===== src/rtl/core/dnls_pkg.sv =====
// ----------------------------------------------------------------------------
// dnls_pkg
// Shared types, character codes and status codes of the decimal number scanner.
// ----------------------------------------------------------------------------
`default_nettype none

package dnls_pkg;

  // result status codes
  localparam logic [1:0] ST_NUM = 2'd0;
  localparam logic [1:0] ST_BAD = 2'd1;
  localparam logic [1:0] ST_EOS = 2'd2;

  // character codes
  localparam logic [7:0] CH_0     = 8'h30;
  localparam logic [7:0] CH_9     = 8'h39;
  localparam logic [7:0] CH_PT    = 8'h2e;
  localparam logic [7:0] CH_PLUS  = 8'h2b;
  localparam logic [7:0] CH_MINUS = 8'h2d;
  localparam logic [7:0] CH_E_LO  = 8'h65;
  localparam logic [7:0] CH_E_UP  = 8'h45;
  localparam logic [7:0] CH_SP    = 8'h20;
  localparam logic [7:0] CH_TAB   = 8'h09;
  localparam logic [7:0] CH_CR    = 8'h0d;

  localparam logic [63:0] Mask60 = 64'h0fff_ffff_ffff_ffff;
  localparam logic [63:0] ExpCap = 64'h0000_0000_0000_3fff;

  // result queue depth
  localparam int QDepth = 4;

  typedef struct packed {
    logic [1:0]         status;
    logic               negative;
    logic [59:0]        integer_part;
    logic [59:0]        fraction_digits;
    logic [4:0]         fraction_length;
    logic signed [14:0] exponent;
    logic               saturated;
    logic               last;
  } res_t;

  // smaller of 10^digits-1 and cap, evaluated at elaboration
  function automatic logic [63:0] limit_of(input int digits, input logic [63:0] cap);
    logic [63:0] v;
    int          i;
    v = 64'd1;
    for (i = 0; i < digits && v <= cap; i++) begin
      v = v * 64'd10;
    end
    v = v - 64'd1;
    return (v < cap) ? v : cap;
  endfunction

endpackage

`default_nettype wire


===== src/rtl/core/dnls_scan.sv =====
// ----------------------------------------------------------------------------
// dnls_scan
// Scanner state and per-character step: up to two results per beat.
// ----------------------------------------------------------------------------
`default_nettype none

module dnls_scan #(
  parameter logic [63:0] INT_LIM = 64'd999999999999999999,
  parameter int          FRAC_DIGITS = 18,
  parameter logic [63:0] EXP_LIM = 64'd9999
) (
  input  wire logic           clk,
  input  wire logic           rst_n,
  input  wire logic           in_fire,
  input  wire logic [7:0]     char_code,
  input  wire logic           end_of_stream,
  output dnls_pkg::res_t      res0,
  output logic                res0_vld,
  output dnls_pkg::res_t      res1,
  output logic                res1_vld
);
  import dnls_pkg::*;

  localparam logic [2:0] PH_IDLE   = 3'd0;
  localparam logic [2:0] PH_SIGN   = 3'd1;
  localparam logic [2:0] PH_LEADPT = 3'd2;
  localparam logic [2:0] PH_INT    = 3'd3;
  localparam logic [2:0] PH_FRAC   = 3'd4;
  localparam logic [2:0] PH_ESTART = 3'd5;
  localparam logic [2:0] PH_ESIGN  = 3'd6;
  localparam logic [2:0] PH_EDIG   = 3'd7;

  logic [2:0]  phase_r, phase_nxt;
  logic        sign_neg_r, sign_neg_nxt;
  logic [59:0] int_acc_r, int_acc_nxt;
  logic [59:0] frac_acc_r, frac_acc_nxt;
  logic [4:0]  frac_cnt_r, frac_cnt_nxt;
  logic        exp_neg_r, exp_neg_nxt;
  logic [13:0] exp_acc_r, exp_acc_nxt;
  logic        ovf_r, ovf_nxt;

  logic        dig, is_sp, is_sgn, is_e, is_pt;
  logic [3:0]  d;
  logic [63:0] int_mac, frac_mac;
  logic [17:0] exp_mac;
  logic        int_ok, frac_ok, exp_ok, exp_first_ok;
  logic        again, idle_first, idle_run;
  logic        r0_hit;
  logic [1:0]  r0_status;
  logic        idle_hit;
  logic [1:0]  idle_status;
  logic [14:0] exp_mag;

  assign dig    = !end_of_stream && (char_code >= CH_0) && (char_code <= CH_9);
  assign d      = dig ? 4'(char_code - CH_0) : 4'd0;
  assign is_sp  = (char_code == CH_SP) || ((char_code >= CH_TAB) && (char_code <= CH_CR));
  assign is_sgn = !end_of_stream && ((char_code == CH_PLUS) || (char_code == CH_MINUS));
  assign is_e   = !end_of_stream && ((char_code == CH_E_LO) || (char_code == CH_E_UP));
  assign is_pt  = !end_of_stream && (char_code == CH_PT);

  // acc*10 + d as two shifted adds; compare against the saturation limit
  assign int_mac  = ({4'd0, int_acc_r} << 3) + ({4'd0, int_acc_r} << 1) + {60'd0, d};
  assign frac_mac = ({4'd0, frac_acc_r} << 3) + ({4'd0, frac_acc_r} << 1) + {60'd0, d};
  assign exp_mac  = ({4'd0, exp_acc_r} << 3) + ({4'd0, exp_acc_r} << 1) + {14'd0, d};
  assign int_ok       = int_mac <= INT_LIM;
  assign frac_ok      = (frac_cnt_r < 5'(FRAC_DIGITS)) && (frac_mac <= Mask60);
  assign exp_ok       = {46'd0, exp_mac} <= EXP_LIM;
  assign exp_first_ok = {60'd0, d} <= EXP_LIM;

  always_comb begin
    phase_nxt    = phase_r;
    sign_neg_nxt = sign_neg_r;
    int_acc_nxt  = int_acc_r;
    frac_acc_nxt = frac_acc_r;
    frac_cnt_nxt = frac_cnt_r;
    exp_neg_nxt  = exp_neg_r;
    exp_acc_nxt  = exp_acc_r;
    ovf_nxt      = ovf_r;
    again        = 1'b0;
    idle_first   = 1'b0;
    r0_hit       = 1'b0;
    r0_status    = ST_NUM;
    idle_hit     = 1'b0;
    idle_status  = ST_BAD;

    case (phase_r)
      PH_SIGN: begin
        if (dig) begin
          int_acc_nxt = {56'd0, d};
          phase_nxt   = PH_INT;
        end else if (is_pt) begin
          phase_nxt = PH_LEADPT;
        end else begin
          r0_hit = 1'b1; r0_status = ST_BAD; again = 1'b1;
        end
      end
      PH_LEADPT, PH_FRAC: begin
        if (dig) begin
          if (frac_ok) begin
            frac_acc_nxt = frac_mac[59:0];
            frac_cnt_nxt = frac_cnt_r + 5'd1;
          end else begin
            ovf_nxt = 1'b1;
          end
          phase_nxt = PH_FRAC;
        end else if (phase_r == PH_LEADPT) begin
          r0_hit = 1'b1; r0_status = ST_BAD; again = 1'b1;
        end else if (is_e) begin
          phase_nxt = PH_ESTART;
        end else begin
          r0_hit = 1'b1; r0_status = ST_NUM; again = 1'b1;
        end
      end
      PH_INT: begin
        if (dig) begin
          if (int_ok) begin
            int_acc_nxt = int_mac[59:0];
          end else begin
            int_acc_nxt = INT_LIM[59:0];
            ovf_nxt     = 1'b1;
          end
        end else if (is_pt) begin
          phase_nxt = PH_FRAC;
        end else if (is_e) begin
          phase_nxt = PH_ESTART;
        end else begin
          r0_hit = 1'b1; r0_status = ST_NUM; again = 1'b1;
        end
      end
      PH_ESTART, PH_ESIGN: begin
        if (dig) begin
          if (exp_first_ok) begin
            exp_acc_nxt = {10'd0, d};
          end else begin
            exp_acc_nxt = EXP_LIM[13:0];
            ovf_nxt     = 1'b1;
          end
          phase_nxt = PH_EDIG;
        end else if ((phase_r == PH_ESTART) && is_sgn) begin
          exp_neg_nxt = (char_code == CH_MINUS);
          phase_nxt   = PH_ESIGN;
        end else begin
          r0_hit = 1'b1; r0_status = ST_BAD; again = 1'b1;
        end
      end
      PH_EDIG: begin
        if (dig) begin
          if (exp_ok) begin
            exp_acc_nxt = exp_mac[13:0];
          end else begin
            exp_acc_nxt = EXP_LIM[13:0];
            ovf_nxt     = 1'b1;
          end
        end else begin
          r0_hit = 1'b1; r0_status = ST_NUM; again = 1'b1;
        end
      end
      default: begin
        idle_first = 1'b1;
      end
    endcase

    // idle pass on a cleared number: first pass in idle, or the rescan
    idle_run = again || idle_first;
    if (idle_run) begin
      phase_nxt    = PH_IDLE;
      sign_neg_nxt = 1'b0;
      int_acc_nxt  = '0;
      frac_acc_nxt = '0;
      frac_cnt_nxt = '0;
      exp_neg_nxt  = 1'b0;
      exp_acc_nxt  = '0;
      ovf_nxt      = 1'b0;
      if (end_of_stream) begin
        idle_hit = 1'b1; idle_status = ST_EOS;
      end else if (is_sp) begin
        idle_hit = 1'b0;
      end else if (is_sgn) begin
        sign_neg_nxt = (char_code == CH_MINUS);
        phase_nxt    = PH_SIGN;
      end else if (is_pt) begin
        phase_nxt = PH_LEADPT;
      end else if (dig) begin
        int_acc_nxt = {56'd0, d};
        phase_nxt   = PH_INT;
      end else begin
        idle_hit = 1'b1; idle_status = ST_BAD;
      end
    end
  end

  assign exp_mag = exp_neg_r ? (15'd0 - {1'b0, exp_acc_r}) : {1'b0, exp_acc_r};

  always_comb begin
    res0     = '0;
    res1     = '0;
    res0_vld = 1'b0;
    res1_vld = 1'b0;
    if (r0_hit) begin
      res0_vld      = 1'b1;
      res0.status   = r0_status;
      if (r0_status == ST_NUM) begin
        res0.negative        = sign_neg_r;
        res0.integer_part    = int_acc_r;
        res0.fraction_digits = frac_acc_r;
        res0.fraction_length = frac_cnt_r;
        res0.exponent        = exp_mag;
        res0.saturated       = ovf_r;
      end
      res1_vld    = idle_hit;
      res1.status = idle_status;
      res1.last   = 1'b1;
      res0.last   = !idle_hit;
    end else if (idle_hit) begin
      res0_vld    = 1'b1;
      res0.status = idle_status;
      res0.last   = 1'b1;
    end
  end

  always_ff @(posedge clk) begin
    if (!rst_n) begin
      phase_r    <= PH_IDLE;
      sign_neg_r <= 1'b0;
      int_acc_r  <= '0;
      frac_acc_r <= '0;
      frac_cnt_r <= '0;
      exp_neg_r  <= 1'b0;
      exp_acc_r  <= '0;
      ovf_r      <= 1'b0;
    end else if (in_fire) begin
      phase_r    <= phase_nxt;
      sign_neg_r <= sign_neg_nxt;
      int_acc_r  <= int_acc_nxt;
      frac_acc_r <= frac_acc_nxt;
      frac_cnt_r <= frac_cnt_nxt;
      exp_neg_r  <= exp_neg_nxt;
      exp_acc_r  <= exp_acc_nxt;
      ovf_r      <= ovf_nxt;
    end
  end

  a_second_needs_first: assert property (@(posedge clk) disable iff (!rst_n)
    res1_vld |-> res0_vld)
    else $error("second result without first");

  a_rescan_not_number: assert property (@(posedge clk) disable iff (!rst_n)
    res1_vld |-> (res1.status == ST_BAD || res1.status == ST_EOS))
    else $error("rescan produced a number");

  a_eos_to_idle: assert property (@(posedge clk) disable iff (!rst_n)
    (in_fire && end_of_stream) |=> (phase_r == PH_IDLE))
    else $error("not idle after end of stream");

endmodule

`default_nettype wire


===== src/rtl/core/dnls_resq.sv =====
// ----------------------------------------------------------------------------
// dnls_resq
// Small result queue: takes up to two results per cycle, sends one per cycle while dout_rdy is high.
// ----------------------------------------------------------------------------
`default_nettype none

module dnls_resq (
  input  wire logic           clk,
  input  wire logic           rst_n,
  input  wire logic           push0,
  input  wire dnls_pkg::res_t din0,
  input  wire logic           push1,
  input  wire dnls_pkg::res_t din1,
  output logic                room2,
  output logic                dout_vld,
  input  wire logic           dout_rdy,
  output dnls_pkg::res_t      dout
);
  import dnls_pkg::*;

  localparam int PW = $clog2(QDepth);
  localparam int CW = $clog2(QDepth + 1);

  res_t          q_r [QDepth];
  logic [PW-1:0] wr_ptr_r, wr_ptr_nxt;
  logic [PW-1:0] rd_ptr_r, rd_ptr_nxt;
  logic [CW-1:0] count_r, count_nxt;
  logic          pop;
  logic [PW-1:0] wr_ptr_p1;

  assign room2     = count_r <= CW'(QDepth - 2);
  assign dout_vld  = count_r != '0;
  assign dout      = q_r[rd_ptr_r];
  assign pop       = dout_vld && dout_rdy;
  assign wr_ptr_p1 = wr_ptr_r + PW'(1);

  always_comb begin
    wr_ptr_nxt = wr_ptr_r + PW'(push0) + PW'(push1);
    rd_ptr_nxt = rd_ptr_r + PW'(pop);
    count_nxt  = count_r + CW'(push0) + CW'(push1) - CW'(pop);
  end

  always_ff @(posedge clk) begin
    if (push0) begin
      q_r[wr_ptr_r] <= din0;
    end
    if (push1) begin
      q_r[wr_ptr_p1] <= din1;
    end
  end

  always_ff @(posedge clk) begin
    if (!rst_n) begin
      wr_ptr_r <= '0;
      rd_ptr_r <= '0;
      count_r  <= '0;
    end else begin
      wr_ptr_r <= wr_ptr_nxt;
      rd_ptr_r <= rd_ptr_nxt;
      count_r  <= count_nxt;
    end
  end

  a_count_bound: assert property (@(posedge clk) disable iff (!rst_n)
    count_r <= CW'(QDepth))
    else $error("result queue count out of range");

  a_push_order: assert property (@(posedge clk) disable iff (!rst_n)
    push1 |-> push0)
    else $error("second push without first");

  a_no_overflow: assert property (@(posedge clk) disable iff (!rst_n)
    push0 |-> room2)
    else $error("push into full result queue");

endmodule

`default_nettype wire


===== src/rtl/core/decimal_number_literal_scanner.sv =====
// ----------------------------------------------------------------------------
// decimal_number_literal_scanner
// Pulls decimal numbers out of a byte stream and reports their parts.
// ----------------------------------------------------------------------------
// One character is taken per clock while in_tready is high. Each character is
// resolved in the cycle it is accepted (multiply-by-ten and limit compare on the
// accumulators) and its results go into a four-entry result queue, so a finished
// result waiting on out_tready does not stop input. The output sends one result
// per cycle while out_tready is high: a character that both ends a number and
// gives a result of its own yields two results, and in_tready drops while fewer
// than two queue entries are free.
`default_nettype none

module decimal_number_literal_scanner #(
  parameter int INT_DIGITS  = 18,
  parameter int FRAC_DIGITS = 18,
  parameter int EXP_DIGITS  = 4
) (
  input  wire logic         clk,
  input  wire logic         rst_n,
  input  wire logic         in_tvalid,
  output logic              in_tready,
  input  wire logic [7:0]   in_tdata,   // [7:0] char_code
  input  wire logic         in_tuser,   // [0] end_of_stream
  output logic              out_tvalid,
  input  wire logic         out_tready,
  // [0] negative, [60:1] integer_part, [120:61] fraction_digits,
  // [125:121] fraction_length, [140:126] exponent, [141] saturated, [143:142] 0
  output logic [143:0]      out_tdata,
  output logic [1:0]        out_tuser,  // [1:0] status
  output logic              out_tlast
);
  import dnls_pkg::*;

  localparam logic [63:0] IntLim = limit_of(INT_DIGITS, Mask60);
  localparam logic [63:0] ExpLim = limit_of(EXP_DIGITS, ExpCap);

  logic in_fire;
  res_t res0, res1, head;
  logic res0_vld, res1_vld;
  logic room2;

  assign in_fire = in_tvalid && in_tready;
  assign in_tready = room2;

  dnls_scan #(
    .INT_LIM     (IntLim),
    .FRAC_DIGITS (FRAC_DIGITS),
    .EXP_LIM     (ExpLim)
  ) u_scan (
    .clk           (clk),
    .rst_n         (rst_n),
    .in_fire       (in_fire),
    .char_code     (in_tdata),
    .end_of_stream (in_tuser),
    .res0          (res0),
    .res0_vld      (res0_vld),
    .res1          (res1),
    .res1_vld      (res1_vld)
  );

  dnls_resq u_resq (
    .clk      (clk),
    .rst_n    (rst_n),
    .push0    (in_fire && res0_vld),
    .din0     (res0),
    .push1    (in_fire && res1_vld),
    .din1     (res1),
    .room2    (room2),
    .dout_vld (out_tvalid),
    .dout_rdy (out_tready),
    .dout     (head)
  );

  assign out_tdata = {2'b00, head.saturated, head.exponent, head.fraction_length,
                      head.fraction_digits, head.integer_part, head.negative};
  assign out_tuser = head.status;
  assign out_tlast = head.last;

endmodule

`default_nettype wire


===== config.mk =====
export PLATFORM = sky130hd
export DESIGN_NAME = decimal_number_literal_scanner
export DESIGN_NICKNAME = d
export VERILOG_FILES = /design/src/rtl/core/dnls_pkg.sv /design/src/rtl/core/dnls_scan.sv /design/src/rtl/core/dnls_resq.sv /design/src/rtl/core/decimal_number_literal_scanner.sv
export SDC_FILE = /design/constraint.sdc
export NUM_CORES = 2
export LEC_CHECK = 0
export ABC_CLOCK_PERIOD_IN_PS = 6900
export BUFFER_PORTS_ARGS = -buffer_cell sky130_fd_sc_hd__buf_4
export CAP_MARGIN = 10
export CORE_MARGIN = 2
export CORE_UTILIZATION = 58
export DETAILED_ROUTE_END_ITERATION = 10
export PLACE_DENSITY_LB_ADDON = 0.2
export SYNTH_ARGS = -nofsm -noshare
export SYNTH_HDL_FRONTEND = slang
export SYNTH_SLANG_ARGS = --single-unit

===== constraint.sdc =====
create_clock -name clk -period 6.9 [get_ports clk]
set_input_delay 0 -clock clk [delete_from_list [all_inputs] [get_ports clk]]
set_output_delay 0 -clock clk [all_outputs]
set_load 0.02 [all_outputs]

Word level (Yosys, flattened, before mapping)
Memories as Yosys holds them, arrays and structs flattened. A register that Yosys moved wholly into a read port is not among the register bits.
Cells that the tools add are included.
{ "totals": {"reg_bits": 152, "mem_bits_rw": 580, "in_bits": 13, "out_inout_bits": 149, "elab_cells": 199, "n_memories": 1} }
{ "classes": {"add_sub_neg": 16, "order_cmp": 9, "eq_ne": 26, "muxes": 97, "reduce_logical": 39} }
{ "mem_list": {"columns": ["memory", "words", "word_bits", "read_ports", "rd_ports_with_merged_regs", "write_ports", "line_no", "rtl"], "rows": [
  ["u_resq.q_r", 4, 145, 1, 1, 2, "dnls_resq.sv:24", "res_t q_r [QDepth];"]
]} }
{ "op_table": {"columns": ["op", "count"], "rows": [
  ["two-way mux 60 bit", 12],
  ["two-way mux 142 bit", 2],
  ["adder 63 x 61 -> 64 bit", 2],
  ["adder 64 x 4 -> 64 bit", 2],
  ["less-or-equal comparator 64 x 60 -> 1 bit, second input constant", 2],
  ["one-hot mux 60 bit (2 select lines)", 1],
  ["two-way mux 14 bit", 4],
  ["two-way mux 1 bit", 42],
  ["two-way mux 3 bit", 14],
  ["equality test 8 x 6 -> 1 bit, second input constant", 4],
  ["one-hot mux 14 bit (2 select lines)", 1],
  ["two-way mux 2 bit", 10],
  ["two-way mux 5 bit", 4],
  ["adder 17 x 15 -> 18 bit", 1],
  ["adder 18 x 4 -> 18 bit", 1],
  ["less-or-equal comparator 18 x 14 -> 1 bit, second input constant", 1],
  ["equality test 8 x 7 -> 1 bit, second input constant", 2],
  ["AND reduction 4 bit", 4],
  ["two-way mux 15 bit", 1],
  ["inequality test 3 x 1 -> 1 bit, second input constant", 5],
  ["subtractor 1 x 14 -> 15 bit, first input constant", 1],
  ["equality test 3 bit, second input constant", 4],
  ["logical AND 1 bit", 12],
  ["inequality test 3 bit, second input constant", 4],
  ["other kinds (34)", 51]
]} }

Depth between registers and ports, before layout
{ "logic_depth": {"ltp_word": 15, "mapped_depth": 23, "ltp_nobuf": 21} }

Hierarchy
A second synthesis with hierarchy kept.
{ "unflattened": {"cells_unflattened": 3884, "area_unflattened_um2": 47212.8} }
{ "by_module_without_submodules": {"columns": ["module", "instances", "cells_per_inst", "area_each_um2", "seq_area_each_um2"], "rows": [
  ["dnls_resq", 1, 1445, 28594.9, 17556.8],
  ["dnls_scan", 1, 2433, 18580.3, 2902.8],
  ["decimal_number_literal_scanner", 1, 6, 37.5, 0.0]
]} }

Least setup slack after synthesis
OpenSTA, ideal clock, no wires.
{ "synth_path": {"path_kind": "input to register", "from": "input port in_tdata[6]", "to": "register u_scan.int_acc_r[36]", "setup_time_ns": 0.130, "arrival_time_ns": 4.738, "t_required_ns": 6.770, "slack_ns": 2.032, "cell_stages": 19, "path_buffers": 2, "cell_sequence": "nand2b_1 nor4b_1 and3_1 clkbuf_1 xor2_1 ha_1 ha_1 a211oi_2 nor3_2 nor3b_4 o31ai_1 o2111a_1 or3_1 o311a_1 a21boi_1 a2111o_1 a311oi_4 buf_2 o211ai_1"} }
{ "synth_via": {"elab_chain_cells": 10, "elab_cells_between_ends": 46, "classes_between": "add/sub: 1; order compare: 5; eq/ne: 8; mux: 19; reduce/logical: 13"} }
{ "synth_lines": {"columns": ["element", "line_no", "rtl"], "rows": [
  ["from (decl)", "decimal_number_literal_scanner.sv:23", "input wire logic [7:0] in_tdata,"],
  [">= comparator 8 x 6 -> 1 bit (tied with other cells)", "dnls_scan.sv:54", "assign dig = !end_of_stream && (char_code >= CH_0) && (char_code <= CH_9);"],
  ["logical AND 1 bit (tied with other cells)", "dnls_scan.sv:54", null],
  ["logical AND 1 bit (on tied branches)", "dnls_scan.sv:54, dnls_scan.sv:57, dnls_scan.sv:58", null],
  ["two-way mux 4 bit (tied with other cells)", "dnls_scan.sv:55", "assign d = dig ? 4'(char_code - CH_0) : 4'd0;"],
  ["adder 64 x 4 -> 64 bit (tied with other cells)", "dnls_scan.sv:62", "assign int_mac = ({4'd0, int_acc_r} << 3) + ({4'd0, int_acc_r} << 1) + {60'd0, d};"],
  ["less-or-equal comparator 64 x 60 -> 1 bit (tied with other cells)", "dnls_scan.sv:65", "assign int_ok = int_mac <= INT_LIM;"],
  ["two-way mux 60 bit / one-hot mux 1 bit (5 select lines) (equally long branches)", "dnls_scan.sv:116, dnls_scan.sv:86", null],
  ["two-way mux 60 bit / logical OR 1 bit (equally long branches)", "dnls_scan.sv:115, dnls_scan.sv:164", null],
  ["one-hot mux 60 bit (2 select lines) (tied with other cells)", "dnls_scan.sv:86", "case (phase_r)"],
  ["two-way mux 60 bit / AND reduction 4 bit (equally long branches)", null, null],
  ["to (signal assigned)", "dnls_scan.sv:234", "int_acc_r <= int_acc_nxt;"],
  ["to (decl)", "dnls_scan.sv:35", "logic [59:0] int_acc_r, int_acc_nxt;"]
]} }
Parallel ways exist; a longest one is shown, timed or not. The select of a mux whose other input is x is not followed.
A chain may end at the register's enable or synchronous reset.

Worst setup path in the final report
{ "layout_path": {"from": "input port in_tuser", "to": "register u_scan.frac_acc_r[59]"} }
{ "layout_via": {"elab_chain_cells": 9, "elab_cells_between_ends": 31, "classes_between": "add/sub: 1; order compare: 1; mux: 16; reduce/logical: 13"} }
{ "layout_lines": {"columns": ["element", "line_no", "rtl"], "rows": [
  ["from (decl)", "decimal_number_literal_scanner.sv:24", "input wire logic in_tuser,"],
  ["logical NOT 1 bit *", null, null],
  ["logical AND 1 bit (on tied branches)", "dnls_scan.sv:54, dnls_scan.sv:57, dnls_scan.sv:58", null],
  ["logical AND 1 bit (tied with other cells)", "dnls_scan.sv:54", null],
  ["two-way mux 4 bit (tied with other cells)", "dnls_scan.sv:55", null],
  ["adder 64 x 4 -> 64 bit (tied with other cells)", "dnls_scan.sv:63", "assign frac_mac = ({4'd0, frac_acc_r} << 3) + ({4'd0, frac_acc_r} << 1) + {60'd0, d};"],
  ["less-or-equal comparator 64 x 60 -> 1 bit (tied with other cells)", "dnls_scan.sv:66", "assign frac_ok = (frac_cnt_r < 5'(FRAC_DIGITS)) && (frac_mac <= Mask60);"],
  ["logical AND 1 bit (tied with other cells)", "dnls_scan.sv:66", null],
  ["nonzero test 2 bit (no line) / two-way mux 60 bit (equally long branches)", null, null],
  ["AND reduction 4 bit (no line) / two-way mux 60 bit (equally long branches)", null, null],
  ["to (signal assigned)", "dnls_scan.sv:235", "frac_acc_r <= frac_acc_nxt;"],
  ["to (decl)", "dnls_scan.sv:36", "logic [59:0] frac_acc_r, frac_acc_nxt;"]
]} }
Mark *: on every way between the ends. The rest lies on a longest branch, timed or not. The select of a mux whose other input is x is not followed.

==> impl_metrics.toml <==
[synth]
yosysSeqAreaShare_pct = 39.1
synthCells = 3771
synth.distinct_cells = 92
ys_async_sr_fraction_pct = 0
netlist_area_um2 = 37800
synth_edf_count = 12
yosys_most_used_dff = "dfxtp_1"
yosys_warnings = 0
synth_area_per_cell_um2 = 10.0
synth-seq-cells = 732

[worst_setup_path]
arrival_ns = 6.59
cp_common_cell = "ha_1"
critical_path_buf_inv_count = 2
crit_path_top_delay_cell = "nor4bb_4"
worstSetupPathType = "in -> reg"
path_cells = "dlygate4sd3_1 -> buf_4 -> nor4b_1 -> and3b_1 -> ha_1 -> ha_1 -> fa_1 -> a211oi_1 -> o211ai_1 -> a41oi_1 -> a211oi_2 -> o2111ai_1 -> nand2_1 -> a2111oi_0 -> o311ai_0 -> nor4bb_4 -> nor2_4 -> or3_1 -> a21oi_1"
cp-end-kind = "register"
setup.worst_path.start_class = "input pin"
crit_path_max_fanout = 28
cp_slowest_stage_delay_ns = 0.77
path_delay_family = "simple AND/OR/NAND/NOR gates"
required_ns = 7.43

[cells_and_area]
area_delta_synth_final_pct = 11.6
final_common_cell = "dfxtp_1"
layout_common_cells = "dfxtp_1 (718), a22o_1 (520), nand2_1 (297), a21oi_1 (281), ha_1 (275)"
n_antenna_cell = 0
nets = 4075
final_area_um2 = 42200
final_util_pct = 65.4
drive_gt1_share_pct = 13.5

[cts]
clock_sinks = 732
postCtsSetupBuffers = 0
cts_repair_resize_count = 0
clk_pin_slew_ns = 0.06
htree_levels = 3
cts_root_buffer = "clkbuf_16"
cts_buffers = 77
hold_buffers = 10
clockBufferDepth = 3
worstSkewPairLatency_ns = 0.63
cts_tree = "built"

[grt]
grt_overflow = 0
grt_use_total_pct = 29.4
grt_pass1_vias = 30200
grt_pass1_wl_um = 162000
grt_max_degree = 144
antenna_found_initial = 2

[floorplanning]
dieArea_um2 = 67200
die_h_um = 259
num_io_pins = 162
start_util_pct = 58.6
die_w_um = 259
core_um2 = 64500
rows = 93

[routing]
drtPass1Iterations = 8
drt_first_iter_violations = 2340
ant_nets = 0
wl_per_cell_um = 21.5
finalWirelength_um = 101000
vias = 31100
drcViolationCount = 0
viasPerCell = 6.62

[timing]
fin_setup_tns_ns = 0
finalHoldViolCount = 0
rsz0062_at_grt = "false"
setup_viol = 0
max_freq_ghz = 0.165
min_period_over_period_pct = 87.8
period_minus_slack_ns = 6.06
drv_slew = 0
worst_pin_slew_ns = 1.20
hold-worst-slack_ns = 0.0914
slew_headroom_pct = 20.2
finalClockSkew_ns = 0.0212

[placement]
dp_hpwl_um = 66100
io_buffers = 159
gp_congestion = 0.982
dpl_cell_area_um2 = 39500

[pwr]
leakagePower_nw = 17.7
powerDensity_nw_per_um2 = 236
ir_drop_v = 0.000169

[run]
maxCapViolCount = 0

[run_status]
status = "completed"

[min_path]
hp-class = "in -> reg"
power breakdown:
| group | internal [mW] | switching (mW) |
|---|---|---|
| logic | 0.381 | 1.01 |
| registers | 4.28 | 0.115 |
| clock network | 2.45 | 1.72 |
| total | 7.11 | 2.84 |
sequential cells by signal, summed over array words and instances, names as in the netlist:
register	count
u_resq.q_r	580
u_scan.frac_acc_r	60
u_scan.int_acc_r	60
u_scan.exp_acc_r	14
u_scan.frac_cnt_r	5
u_resq.count_r	3
u_scan.phase_r	3
u_resq.rd_ptr_r	2
u_resq.wr_ptr_r	2
u_scan.exp_neg_r	1
u_scan.ovf_r	1
u_scan.sign_neg_r	1
through the flow:
stage	power, mW	instances	setup WS [ns]
detailed placement	5.87	4547	0.799
finish	9.95	4696	0.842
global placement	5.86	4547	1.02
global route	10.3	4696	0.506
CTS	10.0	4696	0.916
floorplan	5.38	3772	2.03
per-layer routing:
metal / routed length, µm / track usage [%] / up-vias
met2: 47900 / 48.7 / 1065
met3: 6090 / 3.44 / 177
li1: - / - / 14500
met1: 44600 / 40.2 / 15400
met5: 20 / 0 / -
met4: 2370 / 9.42 / 4
layout make-up:
class / instances / area [µm²]
clock inverter: 22 / 254
multi-input combinational: 2708 / 21800
fill: 5198 / 22300
timing repair buffer: 209 / 1730
tap: 855 / 1070
clock buffer: 117 / 2290
inverter: 53 / 200
sequential: 732 / 14800
tightest hold or removal path, cell delays in order:
cell and delay (ns):
buf_4 0.10, nor4b_1 0.07, and2_0 0.16, buf_4 0.18, nand3_1 0.09, a21oi_1 0.06
cells in the mapped netlist (13+ instances only):
master    instances  area, µm²
a21oi_1         281       1410
a22o_1          520       4550
dfxtp_1         720      14400
xnor2_1          81        709
o31ai_1          26        195
nand2_1         298       1120
ha_1            275       3440
o21bai_1         22        165
and3_1           24        150
nor4_1           13       81.3
o21ai_1          15       75.1
buf_1            28        105
buf_2            16       80.1
a32o_1           16        160
or3_1            17        106
a22oi_1          13       97.6
nand3_1          58        290
nand2b_1         17        106
xor2_1           42        368
o21ai_0         180        901
a21o_1           64        480
mux4_2          145       3270
inv_1            52        195
nor2_1          149        559
a31oi_1          17        106
a211oi_1         42        315
o211ai_1         18        135
and2_1           27        169
nor2b_1          15       93.8
clkbuf_1        228        856
nand3b_1         53        398
nor3_1           38        190
nand4_1          37        231
path summary, 6_finish.rpt:
kind / start / endpoint / slack (ns) / cells after the start
worst min-delay path: in_tdata[7] / u_scan.frac_acc_r[0]$_SDFFE_PN0P_ / 0.09 / 6
worst max register to register: u_scan.frac_acc_r[0]$_SDFFE_PN0P_ / u_scan.frac_acc_r[59]$_SDFFE_PN0P_ / 1.34 / 15
worst min register to register: u_resq.q_r[2][4]$_SDFFE_PP0P_ / u_resq.q_r[2][4]$_SDFFE_PP0P_ / 0.45 / 2
worst max-delay path: in_tuser / u_scan.frac_acc_r[59]$_SDFFE_PN0P_ / 0.84 / 19
kinds of logic after synthesis:
| logic type | after synthesis | synth area share, % |
|---|---|---|
| multiplexers | 151 | 8.81 |
| AO/OA/AOI/OAI | 1349 | 25.9 |
| adder cells (fa/ha/maj) | 282 | 9.45 |
| other | 1 | 0.00993 |
| flip-flops | 732 | 39.1 |
| XOR/XNOR | 123 | 2.85 |
| AND/OR/NAND/NOR | 801 | 10.5 |
| buffers and inverters | 332 | 3.40 |
(Power assumes the default switching activity.)
